--- src/sv/blurc_pkg.sv ---
// Shared types, constants and mapping functions for the byte-level remap codec.
`default_nettype none
package blurc_pkg;

  // direction register codes
  localparam logic DIR_ENCODE = 1'b0;
  localparam logic DIR_DECODE = 1'b1;

  localparam logic [7:0] QMARK = 8'd63;

  // job queue between front and back
  localparam int QDEPTH = 2;
  localparam int QPTR_W = $clog2(QDEPTH);
  localparam int QCNT_W = $clog2(QDEPTH + 1);

  typedef struct packed {
    logic [7:0] data_byte;
    logic       last_of_piece;
  } in_t;

  typedef struct packed {
    logic [7:0] out_byte;
    logic       unmapped;
    logic       last_result;
  } out_t;

  // one or two results caused by one input beat
  typedef struct packed {
    logic two;
    out_t res0;
    out_t res1;
  } job_t;

  function automatic logic is_base(input logic [7:0] b);
    return b inside {[8'd33:8'd126], [8'd161:8'd172], [8'd174:8'd255]};
  endfunction

  // raw byte -> remapped codepoint (33..323)
  function automatic logic [8:0] raw_to_codepoint(input logic [7:0] b);
    logic [8:0] cp;
    if (is_base(b)) begin
      cp = {1'b0, b};
    end else if (b <= 8'd32) begin
      cp = 9'd256 + {1'b0, b};
    end else if (b == 8'd127) begin
      cp = 9'd289;
    end else if (b >= 8'd128 && b <= 8'd160) begin
      cp = {1'b0, b} + 9'd162;
    end else begin
      cp = 9'd323;
    end
    return cp;
  endfunction

  // codepoint -> result beat; '?' and unmapped when no byte owns it
  function automatic out_t put_cp(input logic [15:0] cp, input logic last);
    out_t       r;
    logic [8:0] n;
    n = cp[8:0] - 9'd256;
    r.last_result = last;
    r.unmapped    = 1'b0;
    r.out_byte    = QMARK;
    if (cp[15:9] != 7'd0) begin
      r.unmapped = 1'b1;
    end else if (!cp[8]) begin
      if (is_base(cp[7:0])) r.out_byte = cp[7:0];
      else r.unmapped = 1'b1;
    end else if (n <= 9'd32) begin
      r.out_byte = n[7:0];
    end else if (n == 9'd33) begin
      r.out_byte = 8'd127;
    end else if (n <= 9'd66) begin
      r.out_byte = n[7:0] + 8'd94;
    end else if (n == 9'd67) begin
      r.out_byte = 8'd173;
    end else begin
      r.unmapped = 1'b1;
    end
    return r;
  endfunction

endpackage
`default_nettype wire

--- src/sv/blurc_front.sv ---
// Front end: accepts input beats, tracks UTF-8 pending bytes, builds result jobs.
`default_nettype none
module blurc_front (
  input  wire logic              clk,
  input  wire logic              rst,
  input  wire logic              cfg_we,
  input  wire logic              cfg_wdata,
  input  wire logic              push,
  input  wire blurc_pkg::in_t    item,
  output logic                   full,
  output logic                   q_push,
  output blurc_pkg::job_t        q_data,
  input  wire logic              q_full
);

  logic       direction;
  logic [1:0] pending_count, pending_count_next;
  logic [7:0] pending_lead, pending_lead_next;
  logic [7:0] pending_second, pending_second_next;
  logic       accept, has_res;
  logic [8:0] enc_cp;
  logic [7:0] b;
  logic       last;

  assign b      = item.data_byte;
  assign last   = item.last_of_piece;
  assign full   = q_full;
  assign accept = push && !q_full;
  assign q_push = accept && has_res;
  assign enc_cp = blurc_pkg::raw_to_codepoint(b);

  // classify the beat and form its results
  always_comb begin
    q_data              = '0;
    has_res             = 1'b0;
    pending_count_next  = pending_count;
    pending_lead_next   = pending_lead;
    pending_second_next = pending_second;
    if (direction == blurc_pkg::DIR_ENCODE) begin
      has_res = 1'b1;
      if (enc_cp < 9'h080) begin
        q_data.res0 = '{out_byte: enc_cp[7:0], unmapped: 1'b0, last_result: 1'b1};
      end else begin
        q_data.two  = 1'b1;
        q_data.res0 = '{out_byte: 8'hC0 | {5'd0, enc_cp[8:6]}, unmapped: 1'b0,
                        last_result: 1'b0};
        q_data.res1 = '{out_byte: 8'h80 | {2'd0, enc_cp[5:0]}, unmapped: 1'b0,
                        last_result: 1'b1};
      end
    end else begin
      case (pending_count)
        2'd0: begin
          if ((b[7:5] == 3'b110 || b[7:4] == 4'b1110) && !last) begin
            pending_lead_next  = b;
            pending_count_next = 2'd1;
          end else begin
            has_res     = 1'b1;
            q_data.res0 = blurc_pkg::put_cp({8'd0, b}, 1'b1);
          end
        end
        2'd1: begin
          if (pending_lead[7:5] == 3'b110) begin
            has_res            = 1'b1;
            pending_count_next = 2'd0;
            q_data.res0 = blurc_pkg::put_cp({5'd0, pending_lead[4:0], b[5:0]}, 1'b1);
          end else if (last) begin
            // three-byte sequence cut short: both bytes stand alone
            has_res            = 1'b1;
            pending_count_next = 2'd0;
            q_data.two  = 1'b1;
            q_data.res0 = blurc_pkg::put_cp({8'd0, pending_lead}, 1'b0);
            q_data.res1 = blurc_pkg::put_cp({8'd0, b}, 1'b1);
          end else begin
            pending_second_next = b;
            pending_count_next  = 2'd2;
          end
        end
        2'd2: begin
          has_res            = 1'b1;
          pending_count_next = 2'd0;
          q_data.res0 = blurc_pkg::put_cp(
            {pending_lead[3:0], pending_second[5:0], b[5:0]}, 1'b1);
        end
        default: begin
          pending_count_next = 2'd0;
        end
      endcase
    end
  end

  // control state: direction and pending count
  always_ff @(posedge clk) begin
    if (rst) begin
      direction     <= blurc_pkg::DIR_ENCODE;
      pending_count <= 2'd0;
    end else if (cfg_we) begin
      direction     <= cfg_wdata;
      pending_count <= 2'd0;
    end else if (accept && direction == blurc_pkg::DIR_DECODE) begin
      pending_count <= pending_count_next;
    end
  end

  // held bytes, only meaningful under pending_count
  always_ff @(posedge clk) begin
    if (accept) begin
      pending_lead   <= pending_lead_next;
      pending_second <= pending_second_next;
    end
  end

endmodule
`default_nettype wire

--- src/sv/blurc_fifo.sv ---
// Short job queue between front and back.
`default_nettype none
module blurc_fifo (
  input  wire logic              clk,
  input  wire logic              rst,
  input  wire logic              wr,
  input  wire blurc_pkg::job_t   wr_data,
  output logic                   full,
  input  wire logic              rd,
  output blurc_pkg::job_t        rd_data,
  output logic                   empty
);

  blurc_pkg::job_t                   mem [blurc_pkg::QDEPTH];
  logic [blurc_pkg::QPTR_W-1:0]      wptr, rptr;
  logic [blurc_pkg::QCNT_W-1:0]      count;
  logic                              do_wr, do_rd;

  assign full    = count == blurc_pkg::QCNT_W'(blurc_pkg::QDEPTH);
  assign empty   = count == '0;
  assign do_wr   = wr && !full;
  assign do_rd   = rd && !empty;
  assign rd_data = mem[rptr];

  // pointers and fill count
  always_ff @(posedge clk) begin
    if (rst) begin
      wptr  <= '0;
      rptr  <= '0;
      count <= '0;
    end else begin
      if (do_wr) wptr <= wptr + 1'b1;
      if (do_rd) rptr <= rptr + 1'b1;
      if (do_wr && !do_rd) count <= count + 1'b1;
      else if (do_rd && !do_wr) count <= count - 1'b1;
    end
  end

  // storage
  always_ff @(posedge clk) begin
    if (do_wr) mem[wptr] <= wr_data;
  end

endmodule
`default_nettype wire

--- src/sv/blurc_back.sv ---
// Back end: takes queued jobs, gives one result beat a cycle while pop is high.
`default_nettype none
module blurc_back (
  input  wire logic              clk,
  input  wire logic              rst,
  input  wire logic              q_empty,
  input  wire blurc_pkg::job_t   q_data,
  output logic                   q_pop,
  input  wire logic              pop,
  output logic                   empty,
  output blurc_pkg::out_t        result
);

  blurc_pkg::job_t cur;
  logic            cur_valid;
  logic            idx;
  logic            take_beat, job_done;

  assign empty     = !cur_valid;
  assign result    = idx ? cur.res1 : cur.res0;
  assign take_beat = pop && cur_valid;
  assign job_done  = !(cur.two && !idx);
  assign q_pop     = (!cur_valid || (take_beat && job_done)) && !q_empty;

  // current job and beat index
  always_ff @(posedge clk) begin
    if (rst) begin
      cur_valid <= 1'b0;
      idx       <= 1'b0;
    end else if (q_pop) begin
      cur_valid <= 1'b1;
      idx       <= 1'b0;
    end else if (take_beat) begin
      if (job_done) cur_valid <= 1'b0;
      else idx <= 1'b1;
    end
  end

  always_ff @(posedge clk) begin
    if (q_pop) cur <= q_data;
  end

endmodule
`default_nettype wire

--- src/sv/byte_level_unicode_remap_codec_top.sv ---
// Top level of the byte-level remap codec.
//
// Input channel: push/full with item (data_byte, last_of_piece); a beat is taken
// at a clock edge with push high and full low. Result channel: empty/pop with
// result (out_byte, unmapped, last_result); the oldest result shows while empty
// is low and leaves at an edge with pop high.
// cfg_we/cfg_wdata write direction (0 encode, 1 decode) and clear any held
// UTF-8 bytes; write only while the block is idle.
// A result passes through the job queue and then the back end's job register
// before it shows. One input beat is taken per cycle while each makes at most
// one result and pop stays high; encoded bytes needing two UTF-8 bytes each go
// slower, bound by the one result beat per cycle of the back end. Decode bytes
// that are only held make no result.
// A two-entry job queue lies between the front end and the back end, so the
// front keeps taking input while a result waits; when pop stays low the queue
// fills and full rises.
// Reset (rst, synchronous): direction encode, nothing held, queue and result
// port empty.
`default_nettype none
module byte_level_unicode_remap_codec_top (
  input  wire logic              clk,
  input  wire logic              rst,
  input  wire logic              cfg_we,
  input  wire logic              cfg_wdata,
  input  wire logic              push,
  output logic                   full,
  input  wire blurc_pkg::in_t    item,
  input  wire logic              pop,
  output logic                   empty,
  output blurc_pkg::out_t        result
);

  blurc_pkg::job_t f_data, b_data;
  logic            f_push, q_full, q_empty, q_pop;

  blurc_front u_front (
    .clk       (clk),
    .rst       (rst),
    .cfg_we    (cfg_we),
    .cfg_wdata (cfg_wdata),
    .push      (push),
    .item      (item),
    .full      (full),
    .q_push    (f_push),
    .q_data    (f_data),
    .q_full    (q_full)
  );

  blurc_fifo u_fifo (
    .clk     (clk),
    .rst     (rst),
    .wr      (f_push),
    .wr_data (f_data),
    .full    (q_full),
    .rd      (q_pop),
    .rd_data (b_data),
    .empty   (q_empty)
  );

  blurc_back u_back (
    .clk     (clk),
    .rst     (rst),
    .q_empty (q_empty),
    .q_data  (b_data),
    .q_pop   (q_pop),
    .pop     (pop),
    .empty   (empty),
    .result  (result)
  );

endmodule
`default_nettype wire

--- config.mk ---
export PLATFORM = sky130hd
export DESIGN_NAME = byte_level_unicode_remap_codec_top
export DESIGN_NICKNAME = d
export VERILOG_FILES = /design/src/sv/blurc_pkg.sv /design/src/sv/blurc_front.sv /design/src/sv/blurc_fifo.sv /design/src/sv/blurc_back.sv /design/src/sv/byte_level_unicode_remap_codec_top.sv
export SDC_FILE = /design/constraint.sdc
export NUM_CORES = 1
export LEC_CHECK = 0
export BUFFER_PORTS_ARGS = -buffer_cell sky130_fd_sc_hd__buf_2
export CAP_MARGIN = 10
export CORE_MARGIN = 5
export CORE_UTILIZATION = 63
export CTS_BUF_LIST = sky130_fd_sc_hd__clkbuf_4 sky130_fd_sc_hd__clkbuf_8
export DETAILED_ROUTE_END_ITERATION = 10
export PLACE_DENSITY = 0.87
export SLEW_MARGIN = 20
export SYNTH_ARGS = -nofsm -noshare
export SYNTH_HDL_FRONTEND = slang
export SYNTH_SLANG_ARGS = --single-unit
--- constraint.sdc ---
create_clock -name clk -period 3.8 [get_ports clk]
set_input_delay 0 -clock clk [delete_from_list [all_inputs] [get_ports clk]]
set_output_delay 0 -clock clk [all_outputs]
set_load 0.02 [all_outputs]
==> results.ini <==
[outcome]
status = finished, final reports clean

[hold_path]
min_path_type = primary input to register

[floorplan]
start_util = 0.652
coreArea_um2 = 7330
die_h_um = 97.1
boundaryPins = 27
dieArea_um2 = 9430
rows = 31
die_w_um = 97.1

[final_layout]
fin_nets = 487
final_layout_size_suffix_gt1_frac = 0.197
antennaDiodeCount = 0
multi_input_area_um2 = 2170
ff_latch_area_um2 = 2400
fillCellCount = 520
syn2layout_area_growth_pct = 7.70
final_cells = 572

[power_and_ir_drop]
p_leak_nw = 1.78
irDropWorstVdd_mv = 0.194
p_per_area_nw_per_um2 = 502

[synth]
synth_area_leaders = edfxtp_1, mux2_2, a21oi_1
synthesis.area_um2 = 4780
synth_commonest_cells = edfxtp_1, a21oi_1, nor2_1
synth_async_sr_flop_share = 0
synth_edf_count = 74
synth_xor_area_frac = 0.00916
yosys.area_share.simple = 0.154
yosysWarnings = 0
synth_seq_cells = 83
ys_seq_area_frac = 0.503
synthCells = 455
syn_area_per_cell_um2 = 10.5
muxShareOfSynthArea = 0.0749
synthDominantCellAreaShare = 0.465
ys_types = 72
synth_adder_area_share = 0.0105
synth.most_common_cell = edfxtp_1
synthFlopType = edfxtp_1
synth_top_area_cell = edfxtp_1
synth_fp_nets = 474
synth-compound-area-share = 0.206
synth_top_family_by_area = compound AO/OA/AOI/OAI gates

[clock_network]
worst_skew_pair.late_latency_ns = 0.35
postCtsHoldBufs = 5
clock_path_buffers = 2
cts_tree = yes
ctsResizeCount = 0
h-tree-depth = 3
root_buffer = clkbuf_8
cts_setup_buffers = 0
clkSinkCount = 83
path_clk_slew_ns = 0.09
numCtsBuffers = 9

[sta]
hold_viol = 0
drv_slew = 0
period_needed_ns = 2.56
worstMarginPinSlew_ns = 1.01
max-slew-margin-rel = 0.322
clock_skew_ns = 0.0114
fmax_mhz = 390
fin_tns_setup_ns = 0
setup_viol = 0
fin_crit_sh = 0.675
rsz0062_at_grt = false

[detailed_routing]
wl_per_cell_um = 20.1
drt_iter0_drc = 448
wl_um = 11500
viasPerCell = 6.62
ant_nets = 0
drc = 0
vias = 3785
drt-pass1-iter-count = 5

[global_routing]
grt_antenna_before_repair = 0
track_usage = 0.242
grt-ovfl-total = 0
grt_pass1_vias = 3455
grt_pass1_wl_um = 18200
grt_max_degree = 27

[setup_path]
crit_type = register to register
required_ns = 3.77
cp.arrival_ns = 2.54
cp-start-kind = register
cp_slowest_cell = and2_1
crit_path_max_incr_delay_ns = 0.79
crit_chain = nand3b_1 -> nand2b_1 -> nand2_1 -> a41oi_2 -> and2_1
cp-end-kind = register
crit_path_max_fanout = 20

[place]
portBuffers = 26
hpwl_um = 8140
dp.cells = 551
gp_congestion = 1.02

[run]
maxCapViolations = 0

-- area by class of cell --
type	instances	share of cell area
Sequential cell	83	0.467
Tap cell	99	0.0241
Timing Repair Buffer	36	0.0423
Inverter	14	0.0102
Clock inverter	6	0.00875
Clock buffer	10	0.0255
Multi-Input combinational cell	324	0.422
-- layer usage --
metal	part of all wire	global-route usage	wire [um]	vias to the layer above
li1	-	-	-	1773
met5	0	0	0	-
met4	0.044	0.104	501	0
met3	0.082	0.0409	948	47
met1	0.41	0.322	4690	1740
met2	0.47	0.391	5370	225
-- path summary, 6_finish.rpt --
check,from,to,slack (ns),depth (start not counted)
worst min register to register,u_back.cur_valid,u_back.cur_valid,0.51,2
worst max register to register,u_front.pending_lead[5],u_fifo.mem[1][3],1.24,5
worst max-delay path,u_front.pending_lead[5],u_fifo.mem[1][3],1.24,5
worst min-delay path,item[7],u_front.pending_lead[6],0.02,1
-- critical path: cells and delay by family, from the launching register on --
| kind | cells | cell delay (ns) |
|---|---|---|
| compound gates | 1 | 0.30 |
| flops | 1 | 0.45 |
| simple gates | 4 | 1.43 |
-- per-stage QoR --
step | hold WS (ns) | worst slack (ns) | area, um^2 | utilization | power (mW)
6_report | 0.0185 | 1.24 | 5150 | 0.702 | 2.58
5_1_grt | 0.0158 | 1.04 | 5150 | 0.702 | 2.71
3_3_place_gp | 0.210 | 1.02 | 4920 | 0.671 | 1.98
4_1_cts | 0.00731 | 1.21 | 5150 | 0.702 | 2.60
3_5_place_dp | 0.223 | 0.976 | 4920 | 0.671 | 2.02
2_1_floorplan | 0.0793 | 1.07 | 4780 | - | 1.81
-- flip-flops by register name, indices dropped and copies added (netlist names) --
name                    flops
u_front.pending_second      6
u_front.pending_count       2
u_fifo.count                2
u_back.idx                  1
u_back.cur                 20
u_back.cur_valid            1
u_fifo.wptr                 1
u_front.direction           1
u_fifo.rptr                 1
u_front.pending_lead        8
u_fifo.mem                 40
-- cell usage in the layout, fill, tap and decap left out, types with 6 or more instances in the layout --
cell type	Yosys	routed
inv_1	14	14
a21oi_1	39	38
nor2_1	32	32
nor2b_1	9	9
mux2_2	30	30
o211ai_1	6	6
buf_2	9	26
dfxtp_1	9	9
a31oi_1	9	9
o21ai_0	30	30
nor3_1	14	14
nand3_1	11	11
clkbuf_8	0	9
nand2_1	30	30
nand2b_1	8	8
edfxtp_1	74	74
-- power breakdown --
part	leakage [nW]	switching (mW)	internal (mW)	total, mW
combinational	0.916	0.371	0.268	0.639
sequential	0.768	0.103	1.26	1.36
clock	0.0959	0.332	0.252	0.584
total	1.78	0.806	1.78	2.58
-- cell families after synthesis --
| kind of cell | after synthesis |
|---|---|
| buffers and inverters | 48 |
| muxes | 32 |
| adders and majority gates | 4 |
| and+or+nand+nor | 141 |
| xor gates and xnor gates | 5 |
| DFF | 83 |
| AOI/OAI and AO/OA | 142 |
(Power assumes the default switching activity.)
